## src/sv/stt_pkg.sv

```systemverilog
// ----------------------------------------------------------------------------
// stt_pkg
// Token kinds, error codes, result types and character classes of the tokenizer.
// ----------------------------------------------------------------------------
package stt_pkg;

    localparam logic [1:0] E_NONE    = 2'd0;
    localparam logic [1:0] E_BADCHAR = 2'd1;
    localparam logic [1:0] E_OPENSTR = 2'd2;

    localparam logic [5:0] K_EOF      = 6'd0;
    localparam logic [5:0] K_IDENT    = 6'd1;
    localparam logic [5:0] K_INT      = 6'd2;
    localparam logic [5:0] K_FLOAT    = 6'd3;
    localparam logic [5:0] K_STR      = 6'd4;
    localparam logic [5:0] K_KW_FIRST = 6'd5;
    localparam logic [5:0] K_LPAREN   = 6'd14;
    localparam logic [5:0] K_RPAREN   = 6'd15;
    localparam logic [5:0] K_LBRACK   = 6'd16;
    localparam logic [5:0] K_RBRACK   = 6'd17;
    localparam logic [5:0] K_LBRACE   = 6'd18;
    localparam logic [5:0] K_RBRACE   = 6'd19;
    localparam logic [5:0] K_INC      = 6'd20;
    localparam logic [5:0] K_ADDEQ    = 6'd21;
    localparam logic [5:0] K_ADD      = 6'd22;
    localparam logic [5:0] K_DEC      = 6'd23;
    localparam logic [5:0] K_SUBEQ    = 6'd24;
    localparam logic [5:0] K_ARROW    = 6'd25;
    localparam logic [5:0] K_SUB      = 6'd26;
    localparam logic [5:0] K_POWEQ    = 6'd27;
    localparam logic [5:0] K_POW      = 6'd28;
    localparam logic [5:0] K_MULEQ    = 6'd29;
    localparam logic [5:0] K_MUL      = 6'd30;
    localparam logic [5:0] K_IDIVEQ   = 6'd31;
    localparam logic [5:0] K_IDIV     = 6'd32;
    localparam logic [5:0] K_DIVEQ    = 6'd33;
    localparam logic [5:0] K_DIV      = 6'd34;
    localparam logic [5:0] K_MODEQ    = 6'd35;
    localparam logic [5:0] K_MOD      = 6'd36;
    localparam logic [5:0] K_NE       = 6'd37;
    localparam logic [5:0] K_NOT      = 6'd38;
    localparam logic [5:0] K_LE       = 6'd39;
    localparam logic [5:0] K_LT       = 6'd40;
    localparam logic [5:0] K_GE       = 6'd41;
    localparam logic [5:0] K_GT       = 6'd42;
    localparam logic [5:0] K_EQ       = 6'd43;
    localparam logic [5:0] K_ASSIGN   = 6'd44;
    localparam logic [5:0] K_OROR     = 6'd45;
    localparam logic [5:0] K_OR       = 6'd46;
    localparam logic [5:0] K_ANDAND   = 6'd47;
    localparam logic [5:0] K_AND      = 6'd48;
    localparam logic [5:0] K_DOT      = 6'd49;
    localparam logic [5:0] K_COMMA    = 6'd50;
    localparam logic [5:0] K_COLON    = 6'd51;
    localparam logic [5:0] K_SEMI     = 6'd52;
    localparam logic [5:0] K_QUEST    = 6'd53;

    localparam int KW_COUNT = 9;
    // Keyword text, first character in the lowest byte, zero padded.
    localparam logic [39:0] KW_TEXT [KW_COUNT] = '{
        40'h000074656C, 40'h000074756D, 40'h00006E7566, 40'h0065707974,
        40'h0000006669, 40'h0065736C65,
        40'h0000726F66, 40'h0000006E69, 40'h656C696877
    };
    localparam logic [2:0] KW_LEN [KW_COUNT] = '{
        3'd3, 3'd3, 3'd3, 3'd4, 3'd2, 3'd4, 3'd3, 3'd2, 3'd5
    };

    localparam int Q_DEPTH = 4;
    localparam int Q_AW    = 2;

    typedef struct packed {
        logic [1:0]  err;
        logic [5:0]  kind;
        logic [31:0] off;
        logic [31:0] len;
        logic [15:0] line;
        logic [15:0] col;
    } t_res;

    // All results caused by one input beat.
    typedef struct packed {
        t_res [2:0] res;
        logic [1:0] cnt;
    } t_bundle;

    function automatic logic is_alpha(input logic [7:0] b);
        return (b >= "a" && b <= "z") || (b >= "A" && b <= "Z");
    endfunction

    function automatic logic is_digit(input logic [7:0] b);
        return b >= "0" && b <= "9";
    endfunction

    function automatic logic [5:0] kw_kind(input logic [39:0] prefix, input logic [2:0] len);
        logic [5:0] k;
        k = K_IDENT;
        for (int i = 0; i < KW_COUNT; i++) begin
            if (len == KW_LEN[i] && prefix == KW_TEXT[i]) k = K_KW_FIRST + 6'(i);
        end
        return k;
    endfunction

    function automatic logic [5:0] single_kind(input logic [7:0] b);
        case (b)
            "(":     return K_LPAREN;
            ")":     return K_RPAREN;
            "[":     return K_LBRACK;
            "]":     return K_RBRACK;
            "{":     return K_LBRACE;
            "}":     return K_RBRACE;
            ".":     return K_DOT;
            ",":     return K_COMMA;
            ":":     return K_COLON;
            ";":     return K_SEMI;
            "?":     return K_QUEST;
            default: return K_EOF;
        endcase
    endfunction

    function automatic logic [5:0] op_start_kind(input logic [7:0] b);
        case (b)
            "+":     return K_ADD;
            "-":     return K_SUB;
            "*":     return K_MUL;
            "/":     return K_DIV;
            "%":     return K_MOD;
            "!":     return K_NOT;
            "<":     return K_LT;
            ">":     return K_GT;
            "=":     return K_ASSIGN;
            "|":     return K_OR;
            "&":     return K_AND;
            default: return K_EOF;
        endcase
    endfunction

    // Kind after appending b to a pending operator, K_EOF if it cannot grow.
    function automatic logic [5:0] op_extend(input logic [5:0] k, input logic [7:0] b);
        case (k)
            K_ADD:   return b == "+" ? K_INC : b == "=" ? K_ADDEQ : K_EOF;
            K_SUB:   return b == "-" ? K_DEC : b == "=" ? K_SUBEQ : b == ">" ? K_ARROW : K_EOF;
            K_MUL:   return b == "*" ? K_POW : b == "=" ? K_MULEQ : K_EOF;
            K_POW:   return b == "=" ? K_POWEQ : K_EOF;
            K_DIV:   return b == "/" ? K_IDIV : b == "=" ? K_DIVEQ : K_EOF;
            K_IDIV:  return b == "=" ? K_IDIVEQ : K_EOF;
            K_MOD, K_NOT, K_LT, K_GT, K_ASSIGN:
                     return b == "=" ? k - 6'd1 : K_EOF;
            K_OR:    return b == "|" ? K_OROR : K_EOF;
            K_AND:   return b == "&" ? K_ANDAND : K_EOF;
            default: return K_EOF;
        endcase
    endfunction

endpackage

```

## src/sv/stt_front.sv

```systemverilog
// ----------------------------------------------------------------------------
// stt_front
// Scanner: takes one text byte per beat and builds the results it causes.
// ----------------------------------------------------------------------------
module stt_front #(
    parameter int OFFSET_BITS = 32,
    parameter int LINE_BITS   = 16,
    parameter int COLUMN_BITS = 16
) (
    input  logic             i_clk,
    input  logic             i_rst_n,
    input  logic             i_valid,
    input  logic [7:0]       i_byte,
    input  logic             i_end,
    input  logic             i_full,
    output logic             o_ready,
    output logic             o_push,
    output stt_pkg::t_bundle o_bundle
);
    import stt_pkg::*;

    typedef enum logic [2:0] {
        S_IDLE, S_IDENT, S_INT, S_INTDOT, S_FLOAT, S_STR, S_OP, S_DONE
    } t_mode;

    localparam logic [OFFSET_BITS-1:0] ONE_OFF = OFFSET_BITS'(1);
    localparam logic [LINE_BITS-1:0]   LMAX    = '1;
    localparam logic [COLUMN_BITS-1:0] CMAX    = '1;
    localparam logic [COLUMN_BITS-1:0] CMAX_M1 = CMAX - COLUMN_BITS'(1);

    t_mode                  r_mode, n_mode;
    logic [5:0]             r_pend, n_pend;
    logic [OFFSET_BITS-1:0] r_start_off, n_start_off;
    logic [LINE_BITS-1:0]   r_start_line, n_start_line;
    logic [COLUMN_BITS-1:0] r_start_col, n_start_col;
    logic [OFFSET_BITS-1:0] r_cur_off, n_cur_off;
    logic [LINE_BITS-1:0]   r_cur_line, n_cur_line;
    logic [COLUMN_BITS-1:0] r_cur_col, n_cur_col;
    logic [39:0]            r_prefix, n_prefix;
    logic [OFFSET_BITS-1:0] r_len, n_len;
    logic [OFFSET_BITS-1:0] r_dot_off, n_dot_off;
    logic [LINE_BITS-1:0]   r_dot_line, n_dot_line;
    logic [COLUMN_BITS-1:0] r_dot_col, n_dot_col;

    t_res       res [3];
    logic [1:0] cnt;
    logic       accept, is_end, consumed;
    logic [7:0] b;
    logic [5:0] ext, sk, ok;
    logic [2:0] len3;

    function automatic logic [31:0] w32(input logic [OFFSET_BITS-1:0] v);
        logic [63:0] e;
        e = 64'(v);
        return e[31:0];
    endfunction

    function automatic logic [15:0] sat_line(input logic [LINE_BITS-1:0] v);
        logic [31:0] e;
        e = 32'(v);
        return (e > 32'd65535) ? 16'hFFFF : e[15:0];
    endfunction

    function automatic logic [15:0] sat_col(input logic [COLUMN_BITS-1:0] v);
        logic [31:0] e;
        e = 32'(v);
        return (e > 32'd65535) ? 16'hFFFF : e[15:0];
    endfunction

    function automatic t_res mk(input logic [1:0] err, input logic [5:0] kind,
                                input logic [OFFSET_BITS-1:0] off,
                                input logic [OFFSET_BITS-1:0] len,
                                input logic [LINE_BITS-1:0] line,
                                input logic [COLUMN_BITS-1:0] col);
        t_res r;
        r.err  = err;
        r.kind = kind;
        r.off  = w32(off);
        r.len  = w32(len);
        r.line = sat_line(line);
        r.col  = sat_col(col);
        return r;
    endfunction

    assign accept  = i_valid && !i_full;
    assign o_ready = !i_full;
    assign b       = i_byte;
    assign is_end  = i_end || (b == 8'd0);
    assign ext     = op_extend(r_pend, b);
    assign sk      = single_kind(b);
    assign ok      = op_start_kind(b);
    assign len3    = (r_len < OFFSET_BITS'(8)) ? r_len[2:0] : 3'd7;

    always_comb begin
        n_mode       = r_mode;
        n_pend       = r_pend;
        n_start_off  = r_start_off;
        n_start_line = r_start_line;
        n_start_col  = r_start_col;
        n_cur_off    = r_cur_off;
        n_cur_line   = r_cur_line;
        n_cur_col    = r_cur_col;
        n_prefix     = r_prefix;
        n_len        = r_len;
        n_dot_off    = r_dot_off;
        n_dot_line   = r_dot_line;
        n_dot_col    = r_dot_col;
        res          = '{default: '0};
        cnt          = 2'd0;
        consumed     = 1'b0;

        if (accept && r_mode != S_DONE) begin
            if (is_end) begin
                unique case (r_mode)
                    S_IDENT: begin
                        res[cnt] = mk(E_NONE, kw_kind(r_prefix, len3), r_start_off, r_len,
                                      r_start_line, r_start_col);
                        cnt = cnt + 2'd1;
                    end
                    S_INT, S_FLOAT: begin
                        res[cnt] = mk(E_NONE, (r_mode == S_INT) ? K_INT : K_FLOAT,
                                      r_start_off, r_len, r_start_line, r_start_col);
                        cnt = cnt + 2'd1;
                    end
                    S_INTDOT: begin
                        res[cnt] = mk(E_NONE, K_INT, r_start_off, r_len - ONE_OFF,
                                      r_start_line, r_start_col);
                        cnt = cnt + 2'd1;
                        res[cnt] = mk(E_NONE, K_DOT, r_dot_off, ONE_OFF, r_dot_line, r_dot_col);
                        cnt = cnt + 2'd1;
                    end
                    S_STR: begin
                        res[cnt] = mk(E_OPENSTR, K_EOF, r_start_off, ONE_OFF,
                                      r_start_line, r_start_col);
                        cnt = cnt + 2'd1;
                    end
                    S_OP: begin
                        res[cnt] = mk(E_NONE, r_pend, r_start_off, r_len,
                                      r_start_line, r_start_col);
                        cnt = cnt + 2'd1;
                    end
                    default: ;
                endcase
                res[cnt] = mk(E_NONE, K_EOF, r_cur_off, ONE_OFF, r_cur_line, r_cur_col);
                cnt = cnt + 2'd1;
                n_mode = S_DONE;
            end else begin
                n_len = r_len + ONE_OFF;
                unique case (r_mode)
                    S_IDENT: begin
                        if (is_alpha(b) || is_digit(b) || b == "_") begin
                            consumed = 1'b1;
                            if (r_len < OFFSET_BITS'(5))
                                n_prefix = r_prefix | (40'(b) << {r_len[2:0], 3'b000});
                        end else begin
                            res[cnt] = mk(E_NONE, kw_kind(r_prefix, len3), r_start_off, r_len,
                                          r_start_line, r_start_col);
                            cnt = cnt + 2'd1;
                        end
                    end
                    S_INT: begin
                        if (is_digit(b) || b == "_") begin
                            consumed = 1'b1;
                        end else if (b == ".") begin
                            consumed   = 1'b1;
                            n_mode     = S_INTDOT;
                            n_dot_off  = r_cur_off;
                            n_dot_line = r_cur_line;
                            // A dot on the last column but one is reported saturated.
                            n_dot_col  = (r_cur_col >= CMAX_M1) ? CMAX : r_cur_col;
                        end else begin
                            res[cnt] = mk(E_NONE, K_INT, r_start_off, r_len,
                                          r_start_line, r_start_col);
                            cnt = cnt + 2'd1;
                        end
                    end
                    S_INTDOT: begin
                        if (is_digit(b)) begin
                            consumed = 1'b1;
                            n_mode   = S_FLOAT;
                        end else begin
                            res[cnt] = mk(E_NONE, K_INT, r_start_off, r_len - ONE_OFF,
                                          r_start_line, r_start_col);
                            cnt = cnt + 2'd1;
                            res[cnt] = mk(E_NONE, K_DOT, r_dot_off, ONE_OFF,
                                          r_dot_line, r_dot_col);
                            cnt = cnt + 2'd1;
                        end
                    end
                    S_FLOAT: begin
                        if (is_digit(b) || b == "_") begin
                            consumed = 1'b1;
                        end else begin
                            res[cnt] = mk(E_NONE, K_FLOAT, r_start_off, r_len,
                                          r_start_line, r_start_col);
                            cnt = cnt + 2'd1;
                            if (b == ".") begin
                                // A second dot becomes a token of its own.
                                consumed = 1'b1;
                                n_mode   = S_IDLE;
                                res[cnt] = mk(E_NONE, K_DOT, r_cur_off, ONE_OFF,
                                              r_cur_line, r_cur_col);
                                cnt = cnt + 2'd1;
                            end
                        end
                    end
                    S_STR: begin
                        consumed = 1'b1;
                        if (b == "\"") begin
                            res[cnt] = mk(E_NONE, K_STR, r_start_off, r_len + ONE_OFF,
                                          r_start_line, r_start_col);
                            cnt = cnt + 2'd1;
                            n_mode = S_IDLE;
                        end
                    end
                    S_OP: begin
                        if (ext != K_EOF) begin
                            consumed = 1'b1;
                            if (ext == K_POW || ext == K_IDIV) begin
                                n_pend = ext;
                            end else begin
                                res[cnt] = mk(E_NONE, ext, r_start_off, r_len + ONE_OFF,
                                              r_start_line, r_start_col);
                                cnt = cnt + 2'd1;
                                n_mode = S_IDLE;
                            end
                        end else begin
                            res[cnt] = mk(E_NONE, r_pend, r_start_off, r_len,
                                          r_start_line, r_start_col);
                            cnt = cnt + 2'd1;
                        end
                    end
                    default: ;
                endcase

                // The byte that ended a token is scanned again as a fresh start.
                if (!consumed) begin
                    n_mode = S_IDLE;
                    if (b == " " || b == 8'h09 || b == 8'h0D || b == 8'h0A) begin
                        n_mode = S_IDLE;
                    end else if (is_alpha(b) || is_digit(b) || b == "_" || b == "\""
                                 || ok != K_EOF) begin
                        n_start_off  = r_cur_off;
                        n_start_line = r_cur_line;
                        n_start_col  = r_cur_col;
                        n_len        = ONE_OFF;
                        if (is_alpha(b) || b == "_") begin
                            n_mode   = S_IDENT;
                            n_prefix = 40'(b);
                        end else if (is_digit(b)) begin
                            n_mode = S_INT;
                        end else if (b == "\"") begin
                            n_mode = S_STR;
                        end else begin
                            n_mode = S_OP;
                            n_pend = ok;
                        end
                    end else if (sk != K_EOF) begin
                        res[cnt] = mk(E_NONE, sk, r_cur_off, ONE_OFF, r_cur_line, r_cur_col);
                        cnt = cnt + 2'd1;
                    end else begin
                        res[cnt] = mk(E_BADCHAR, K_EOF, r_cur_off, ONE_OFF,
                                      r_cur_line, r_cur_col);
                        cnt = cnt + 2'd1;
                    end
                end

                n_cur_off = r_cur_off + ONE_OFF;
                if (b == 8'h0A) begin
                    if (r_cur_line != LMAX) n_cur_line = r_cur_line + LINE_BITS'(1);
                    n_cur_col = COLUMN_BITS'(1);
                end else if (r_cur_col != CMAX) begin
                    n_cur_col = r_cur_col + COLUMN_BITS'(1);
                end
            end
        end
    end

    assign o_push       = cnt != 2'd0;
    assign o_bundle.cnt = cnt;
    assign o_bundle.res = {res[2], res[1], res[0]};

    always_ff @(posedge i_clk) begin
        if (!i_rst_n) begin
            r_mode       <= S_IDLE;
            r_pend       <= K_EOF;
            r_start_off  <= '0;
            r_start_line <= LINE_BITS'(1);
            r_start_col  <= COLUMN_BITS'(1);
            r_cur_off    <= '0;
            r_cur_line   <= LINE_BITS'(1);
            r_cur_col    <= COLUMN_BITS'(1);
            r_prefix     <= '0;
            r_len        <= '0;
            r_dot_off    <= '0;
            r_dot_line   <= LINE_BITS'(1);
            r_dot_col    <= COLUMN_BITS'(1);
        end else begin
            r_mode       <= n_mode;
            r_pend       <= n_pend;
            r_start_off  <= n_start_off;
            r_start_line <= n_start_line;
            r_start_col  <= n_start_col;
            r_cur_off    <= n_cur_off;
            r_cur_line   <= n_cur_line;
            r_cur_col    <= n_cur_col;
            r_prefix     <= n_prefix;
            r_len        <= n_len;
            r_dot_off    <= n_dot_off;
            r_dot_line   <= n_dot_line;
            r_dot_col    <= n_dot_col;
        end
    end

endmodule

```

## src/sv/stt_queue.sv

```systemverilog
// ----------------------------------------------------------------------------
// stt_queue
// Short queue of result bundles between the scanner and the output stage.
// ----------------------------------------------------------------------------
module stt_queue (
    input  logic             i_clk,
    input  logic             i_rst_n,
    input  logic             i_push,
    input  stt_pkg::t_bundle i_bundle,
    input  logic             i_pop,
    output logic             o_full,
    output logic             o_nonempty,
    output stt_pkg::t_bundle o_head
);
    import stt_pkg::*;

    t_bundle         r_mem [Q_DEPTH];
    logic [Q_AW-1:0] r_wp, r_rp;
    logic [Q_AW:0]   r_cnt;

    assign o_full     = r_cnt == (Q_AW + 1)'(Q_DEPTH);
    assign o_nonempty = r_cnt != '0;
    assign o_head     = r_mem[r_rp];

    always_ff @(posedge i_clk) begin
        if (i_push) r_mem[r_wp] <= i_bundle;
    end

    always_ff @(posedge i_clk) begin
        if (!i_rst_n) begin
            r_wp  <= '0;
            r_rp  <= '0;
            r_cnt <= '0;
        end else begin
            if (i_push) r_wp <= r_wp + 1'b1;
            if (i_pop)  r_rp <= r_rp + 1'b1;
            r_cnt <= r_cnt + (Q_AW + 1)'(i_push) - (Q_AW + 1)'(i_pop);
        end
    end

endmodule

```

## src/sv/stt_back.sv

```systemverilog
// ----------------------------------------------------------------------------
// stt_back
// Output stage: walks through each bundle and sends one result per beat.
// ----------------------------------------------------------------------------
module stt_back (
    input  logic             i_clk,
    input  logic             i_rst_n,
    input  logic             i_nonempty,
    input  stt_pkg::t_bundle i_head,
    output logic             o_pop,
    input  logic             i_m_ready,
    output logic             o_m_valid,
    output stt_pkg::t_res    o_m_res,
    output logic             o_m_last
);
    import stt_pkg::*;

    logic       r_valid, r_last;
    t_res       r_res;
    logic [1:0] r_idx;
    logic       load, last;

    assign load      = i_nonempty && (!r_valid || i_m_ready);
    assign last      = r_idx == (i_head.cnt - 2'd1);
    assign o_pop     = load && last;
    assign o_m_valid = r_valid;
    assign o_m_res   = r_res;
    assign o_m_last  = r_last;

    always_ff @(posedge i_clk) begin
        if (!i_rst_n) begin
            r_valid <= 1'b0;
            r_idx   <= 2'd0;
        end else if (load) begin
            r_valid <= 1'b1;
            r_res   <= i_head.res[r_idx];
            r_last  <= last;
            r_idx   <= last ? 2'd0 : r_idx + 2'd1;
        end else if (i_m_ready) begin
            r_valid <= 1'b0;
        end
    end

endmodule

```

## src/sv/source_text_tokenizer.sv

```systemverilog
// ----------------------------------------------------------------------------
// source_text_tokenizer
// Maximal-munch lexer: bytes in, tokens with position out.
// ----------------------------------------------------------------------------
// The tokenizer takes one source byte per beat while the queue is not full; the
// scanner decodes a beat in the cycle it is accepted and writes its results into
// the queue at that edge, and the output register then loads from the queue, so
// the first result passes through the queue and the output register.
// A beat may cause up to three results, which leave at one per cycle while the
// output port is ready, so the output port sets the sustained rate when results
// bunch up; the four-entry bundle queue absorbs short bursts before input stalls.
module source_text_tokenizer #(
    parameter int OFFSET_BITS = 32,
    parameter int LINE_BITS   = 16,
    parameter int COLUMN_BITS = 16
) (
    input  logic        i_clk,
    input  logic        i_rst_n,
    input  logic        i_s_tvalid,
    output logic        o_s_tready,
    input  logic [7:0]  i_s_tdata,  // text_byte
    input  logic [0:0]  i_s_tuser,  // end_mark
    output logic        o_m_tvalid,
    input  logic        i_m_tready,
    output logic [95:0] o_m_tdata,  // start_offset, token_length, line_number, column_number
    output logic [7:0]  o_m_tuser,  // error_code, token_kind
    output logic        o_m_tlast   // last_of_run
);
    import stt_pkg::*;

    logic    full, push, pop, nonempty;
    t_bundle bundle, head;
    t_res    res;

    stt_front #(
        .OFFSET_BITS(OFFSET_BITS),
        .LINE_BITS  (LINE_BITS),
        .COLUMN_BITS(COLUMN_BITS)
    ) u_front (
        .i_clk   (i_clk),
        .i_rst_n (i_rst_n),
        .i_valid (i_s_tvalid),
        .i_byte  (i_s_tdata),
        .i_end   (i_s_tuser[0]),
        .i_full  (full),
        .o_ready (o_s_tready),
        .o_push  (push),
        .o_bundle(bundle)
    );

    stt_queue u_queue (
        .i_clk     (i_clk),
        .i_rst_n   (i_rst_n),
        .i_push    (push),
        .i_bundle  (bundle),
        .i_pop     (pop),
        .o_full    (full),
        .o_nonempty(nonempty),
        .o_head    (head)
    );

    stt_back u_back (
        .i_clk     (i_clk),
        .i_rst_n   (i_rst_n),
        .i_nonempty(nonempty),
        .i_head    (head),
        .o_pop     (pop),
        .i_m_ready (i_m_tready),
        .o_m_valid (o_m_tvalid),
        .o_m_res   (res),
        .o_m_last  (o_m_tlast)
    );

    assign o_m_tdata = {res.col, res.line, res.len, res.off};
    assign o_m_tuser = {res.kind, res.err};

endmodule

```

## config.mk

```make
export PLATFORM = sky130hd
export DESIGN_NAME = source_text_tokenizer
export DESIGN_NICKNAME = d
export VERILOG_FILES = /design/src/sv/stt_pkg.sv /design/src/sv/stt_front.sv /design/src/sv/stt_queue.sv /design/src/sv/stt_back.sv /design/src/sv/source_text_tokenizer.sv
export SDC_FILE = /design/constraint.sdc
export NUM_CORES = 2
export LEC_CHECK = 0
export BUFFER_PORTS_ARGS = -buffer_cell sky130_fd_sc_hd__buf_2
export CAP_MARGIN = 0
export CORE_ASPECT_RATIO = 1.1
export CORE_MARGIN = 2
export CORE_UTILIZATION = 35
export CTS_CLUSTER_DIAMETER = 60
export DETAILED_ROUTE_END_ITERATION = 12
export HOLD_SLACK_MARGIN = 0.02
export PLACE_DENSITY = 0.59
export SETUP_SLACK_MARGIN = 0.1
export SLEW_MARGIN = 15
export SYNTH_ARGS = -nofsm -noshare
export SYNTH_HDL_FRONTEND = slang
export SYNTH_SLANG_ARGS = --single-unit
```

## constraint.sdc

```tcl
create_clock -name i_clk -period 13 [get_ports i_clk]
set_clock_uncertainty 0.05 [all_clocks]
set_input_delay 1.3 -clock i_clk [delete_from_list [all_inputs] [get_ports i_clk]]
set_output_delay 1.3 -clock i_clk [all_outputs]
set_load 0.03 [all_outputs]
```

; Word level (Yosys, flattened, before mapping)
; Memories as Yosys holds them, arrays and structs flattened. A register that Yosys moved wholly into a read port is not among the register bits.
; Cells that the tools add are included.
[op_classes]
n_addsub = 14
multipliers = 0
div_mod_pow = 0
n_lt_le_gt_ge = 14
eq_ne = 76
n_shift = 1
muxes = 137
n_bitwise = 7
n_reduce_logical = 51
[ops]
columns = operator, count
row1 = 2-to-1 mux 312 bit, 6
row2 = 2-to-1 mux 104 bit, 12
row3 = bitwise mux 312 bit, 3
row4 = case mux 104 bit (6 select lines), 1
row5 = case mux 104 bit (5 select lines), 1
row6 = 2-to-1 mux 102 bit, 5
row7 = demux 104 bit (select 2 bit), 2
row8 = 2-to-1 mux 202 bit, 2
row9 = 2-to-1 mux 40 bit, 7
row10 = binary-select mux 104 bit (select 2 bit), 1
row11 = case mux 104 bit (2 select lines), 1
row12 = "equality test 40 x 23 -> 1 bit, second input constant", 4
row13 = "equality test 8 x 6 -> 1 bit, second input constant", 19
row14 = case mux 6 bit (11 select lines), 2
row15 = 2-to-1 mux 6 bit, 19
row16 = 2-to-1 mux 99 bit, 1
row17 = 2-to-1 mux 98 bit, 1
row18 = 2-to-1 mux 32 bit, 3
row19 = "equality test 40 x 15 -> 1 bit, second input constant", 2
row20 = "equality test 40 x 31 -> 1 bit, second input constant", 2
row21 = "adder 32 x 1 -> 32 bit, second input constant", 2
row22 = "equality test 6 bit, second input constant", 10
row23 = 2-to-1 mux 3 bit, 18
row24 = case mux 6 bit (9 select lines), 1
row25 = other kinds (57), 175
[totals]
regBits = 388
latch_bits = 0
ram_bits = 1256
rom_bits = 0
in_bits = 13
output_inout_bits = 107
elab_cells = 326
n_memories = 1
[memory_table]
columns = name, depth, word_bits, read_ports, rd_ports_with_merged_regs, wr, line
row1 = u_queue.r_mem, 4, 314, 1, 1, 1, stt_queue.sv:17  ; t_bundle r_mem [Q_DEPTH];

; Logic depth before layout (Yosys ltp)
[logic_depth]
ltp_word = 24
depth_mapped = 22
depth_no_buf = 20

; By module
; Synthesis repeated with hierarchy kept, for this count alone.
[unflattened]
cells_unflattened = 5098
area_unflattened_um2 = 71567.4
[modules_own_cells]
columns = module, n_inst, cells_per_inst, area_each_um2, seq_area_each_um2
row1 = stt_queue, 1, 1683, 45761.4, 37896.3
row2 = stt_front, 1, 2937, 20295.7, 5465.2
row3 = stt_back, 1, 478, 5510.3, 3213.1

; Worst setup path after synthesis
; Ideal clock, no wire load.
[synth_path]
path_type = input to register
start = input i_s_tdata[7]
end = memory u_queue.r_mem[0][0] (netlist bit), enable pin
setup_ns = 0.642
arrival_ns = 10.051
t_required_ns = 12.308
setup_slack_ns = 2.256
cell_stages = 16
n_path_buf = 3
path_cell_list = buf_2 or4b_4 buf_6 nor4_4 o22ai_1 and3_1 buf_6 a311o_1 a21o_1 a211oi_4 ha_1 mux2i_1 o21a_1 o21a_1 inv_1 and2_1
[synth_via]
elab_chain_cells = 21
elab_cells_between_ends = 88
classes_between = add/sub (1) / order compare (6) / eq/ne (20) / mux (43) / reduce/logical (18)
[synth_rtl]
columns = element, line
row1 = start: declaration, source_text_tokenizer.sv:21  ; input logic [7:0] i_s_tdata,
row2 = equality test 8 x 6 -> 1 bit, "stt_pkg.sv:122, stt_pkg.sv:142"
row3 = 2-to-1 mux 5 bit, stt_pkg.sv:142  ; K_SUB: return b == "-" ? K_DEC : b == "=" ? K_SUBEQ : b == ">" ? K_ARROW : K_EOF;
row4 = 2-to-1 mux 6 bit (2 in a row), stt_pkg.sv:142
row5 = case mux 6 bit (9 select lines), stt_pkg.sv:140  ; case (k)
row6 = equality test 6 x 5 -> 1 bit / equality test 6 bit (equally long branches), stt_front.sv:219  ; if (ext == K_POW || ext == K_IDIV) begin
row7 = logical OR 1 bit, stt_front.sv:219
row8 = 2-to-1 mux 1 bit, stt_front.sv:219
row9 = 2-to-1 mux 1 bit, stt_front.sv:217  ; if (ext != K_EOF) begin
row10 = (+5 left out), -
row11 = 2-to-1 mux 2 bit, stt_front.sv:239  ; if (b == " " || b == 8'h09 || b == 8'h0D || b == 8'h0A) begin
row12 = 2-to-1 mux 2 bit, stt_front.sv:237  ; if (!consumed) begin
row13 = 2-to-1 mux 2 bit (*), stt_front.sv:113  ; if (is_end) begin
row14 = 2-to-1 mux 2 bit (*), stt_front.sv:112  ; if (accept && r_mode != S_DONE) begin
row15 = nonzero test 2 bit (*), stt_front.sv:279  ; assign o_push = cnt != 2'd0;
row16 = net push, source_text_tokenizer.sv:31  ; logic full, push, pop, nonempty;
row17 = 2-to-1 mux 1 bit (*), stt_queue.sv:26  ; if (i_push) r_mem[r_wp] <= i_bundle;
row18 = 2-to-1 mux 1 bit (not written as such) (*), stt_queue.sv:26
row19 = end: declaration, stt_queue.sv:17
; Mark *: on every way through the listed nets, which the timed path passes. The rest lies on a longest branch. The select of a mux whose other input is x is not followed.

; Final worst setup path
[layout_path]
start = input i_s_tdata[3]
end = memory u_queue.r_mem[1][91] (netlist bit), enable pin
; Same word-level chain as after synthesis.

==> flow_summary_export.csv <==
group,metric,value,unit
outcome,status,"finished, final reports clean",
global_routing,grt-ovfl-total,0,
job,max_cap_viol_count,0,
clocking,cts_resized,0,
finish,fillCellCount,16191,
synth,synthCells,4678,
power,p_leak,21.32,nW
sta,setup_violations,0,
setup_path,cp.arrival,6.93,ns
synth,yosysSeqAreaShare,0.6375,
setup_path,slowest_delay,0.81,ns
floorplanning,design.portCount,120,
placement,place.gp.congestion,0.8655,
synth,synth_edf_count,1105,
clocking,cts_max_path_buffers,3,
finish,drive_above_1_share,0.1547,
detailed_routing,drtAntennaViolNets,0,
detailed_routing,drtPass1Iterations,6,
sta,hold_viol_final,0,
hold_path,hold_path_class,"reg2reg",
setup_path,critPathMaxFanout,123,
synth,synth_fp_nets,4712,
detailed_routing,routedWlPerCell,24.77,microns
placement,dp_worst_setup_slack,5.606,ns
setup_path,crit_slowest_cell,"buf_4",
sta,fin_crit_sh,0.5057,
floorplanning,coreArea,0.1730,sq mm
global_routing,grt_use_total,0.1917,
floorplanning,die_x,402.0,microns
detailed_routing,drt-total-wl,173200,microns
power,power_density,197.9,mW/mm^2
synth,syn_area,0.06100,sq mm
sta,setup_ws,6.426,ns
setup_path,path_buf_inv,4,
global_routing,grt_pass1_vias,40092,
setup_path,end_kind,"flip-flop",
setup_path,worstPathCellList,"buf_2 > o21ai_0 > a22oi_1 > o21ai_0 > o311ai_2 > nand3_1 > mux2i_1 > o21a_1 > o21a_1 > inv_1 > and2_4 > buf_12 > buf_4",
floorplanning,num_rows,160,
global_routing,grt_pass1_wl,259100,microns
synth,synth_top_area_frac,0.5440,
sta,setup_tns,0,ns
synth,synthTopCellsByArea,"edfxtp_1 54%, dfxtp_1 9.4%, mux4_2 9.2%",
clocking,insertion_delay,0.80,ns
clocking,cts_root_buf,"clkbuf_16",
setup_path,path_delay_family,"compound AO/OA/AOI/OAI gates",
finish,multi_input_area,0.02050,sq mm
finish,ff_latch_area,0.03890,sq mm
clocking,htree_levels,4,
placement,hpwl,96120,microns
sta,rsz0062_at_grt,"no",
sta,min_period,6.574,ns
clocking,cts_tree,"built",
setup_path,critical_path_class,"in2reg",
setup_path,cp.required,13.35,ns
power,power.total,13.54,mW
placement,io_buffers,119,
finish,final_cell_mix,"1105 x edfxtp_1, 571 x nand2_1, 299 x nor2_1",
clocking,path_clk_slew,0.06,ns
sta,slew_headroom,0.1681,
floorplanning,die_area,0.1776,sq mm
detailed_routing,vias,40248,
floorplanning,die_y,441.8,microns
finish,final_common_cell,"edfxtp_1",
power,vdd_drop_max,0.1713,mV
detailed_routing,drt_iter0_drc,3546,
placement,place_area,0.06360,sq mm
synth,async_reset_ff_frac,0,
synth,synth_area_leader_cell,"edfxtp_1",
clocking,cts_buffers,148,
detailed_routing,avgViaCountPerCell,5.755,
synth,synthFlopType,"edfxtp_1",
synth,yosysWarningCount,0,
global_routing,grt_max_degree,135,
clocking,cts.sinks,1390,
clocking,cts_hold_buf,0,
synth,yosys.cell_types.count,83,
detailed_routing,drc,0,
synth,synth-seq-cells,1390,
floorplanning,start_util,0.3527,
finish,final_nets,4633,
sta,fmax,152.1,MHz
synth,syn_area_per_cell,13.04,sq um
sta,tightestPinTransition,1.248,ns
finish,final_area,0.06843,sq mm
clocking,cts_setup_buffers,0,
setup_path,crit_path_start_kind,"input pin",
global_routing,antenna_found_initial,5,
sta,drv_slew,0,
finish,syn_to_final_growth,12.19,%
## report_power, final
part	leakage [nW]	total, mW	internal, mW	switching, mW
logic	6.34	3.38	1.16	2.22
registers	12.6	5.99	5.76	0.226
clock network	2.35	4.17	2.38	1.79
## layout make-up
class,count,area share
multi-input combinational,2831,0.2995
inverter,33,0.001883
sequential,1390,0.5685
tap,2268,0.04147
clock inverter,71,0.009215
clock buffer,204,0.06123
timing repair buffer,195,0.01814
antenna,1,0.00003657
## cell usage after synthesis (9+ instances only)
library cell	n
and2_1	81
nand4_1	20
nand3b_1	14
buf_1	52
ha_1	20
a311oi_1	9
xor2_1	41
a21oi_1	299
mux2i_1	80
a31oi_1	16
a21o_1	12
nand2_1	573
mux4_2	250
or4_1	10
nor3b_1	14
o22ai_1	21
edfxtp_1	1105
dfxtp_1	285
a22oi_1	15
a221oi_1	160
inv_1	32
o31ai_1	13
nor2b_1	58
or3_1	27
xnor2_1	21
nand4b_1	9
buf_2	14
nor2_1	302
nand2b_1	16
clkbuf_1	351
o211ai_1	16
and3_1	48
a22o_1	28
a211oi_1	76
o21ai_0	201
nor3_1	157
nand3_1	76
nor4_1	32
## registers in the layout, summed over array words and instances, names as in the netlist, 32 cells and up, named ones only
name and count:
u_front.r_cur_off 32, u_front.r_prefix 40, u_back.o_m_res 104, u_front.r_start_off 32, u_front.r_len 32, u_queue.r_mem 1000, u_front.r_dot_off 32
## worst min-delay path, cell delays in order (launching register included)
cell,delay [ns]
dfxtp_1,0.30
nand2_1,0.05
a21oi_1,0.05
## through the flow
step                hold slack, ns    util  std cells
floorplan                   0.3860       -       4678
global placement            0.3909  0.3677       6717
detailed placement          0.3977  0.3677       6717
CTS                         0.4059  0.3956       6992
global route                0.4164  0.3956       6992
finish                      0.4022  0.3956       6993
## per-layer routing
metal,GRT usage,share of wire,vias to the layer above
met5,0,0.000075,-
met4,0.07895,0.038,2
met3,0.03285,0.066,349
met2,0.3231,0.49,1597
met1,0.2439,0.40,20526
li1,-,-,17774
## final timing paths
check / start / to / slack, ns / depth (start not counted)
worst max-delay path: i_s_tdata[3] / u_queue.r_mem[1][91] / 6.43 / 13
worst min-delay path: u_front.r_dot_col[2] / u_front.r_dot_col[2] / 0.40 / 2
worst max register to register: u_front.r_pend[0] / u_queue.r_mem[1][91] / 6.63 / 17
worst min register to register: u_front.r_dot_col[2] / u_front.r_dot_col[2] / 0.40 / 2
## cell families after synthesis
| family | count (synthesis) | synth area share |
|---|---|---|
| AOI/OAI and AO/OA | 940 | 0.1004 |
| xor gates and xnor gates | 62 | 0.008902 |
| adders and majority gates | 21 | 0.004431 |
| buffers and inverters | 457 | 0.02915 |
| DFF | 1390 | 0.6375 |
| muxes | 330 | 0.1054 |
| and+or+nand+nor | 1478 | 0.1142 |
(Power assumes the default switching activity.)
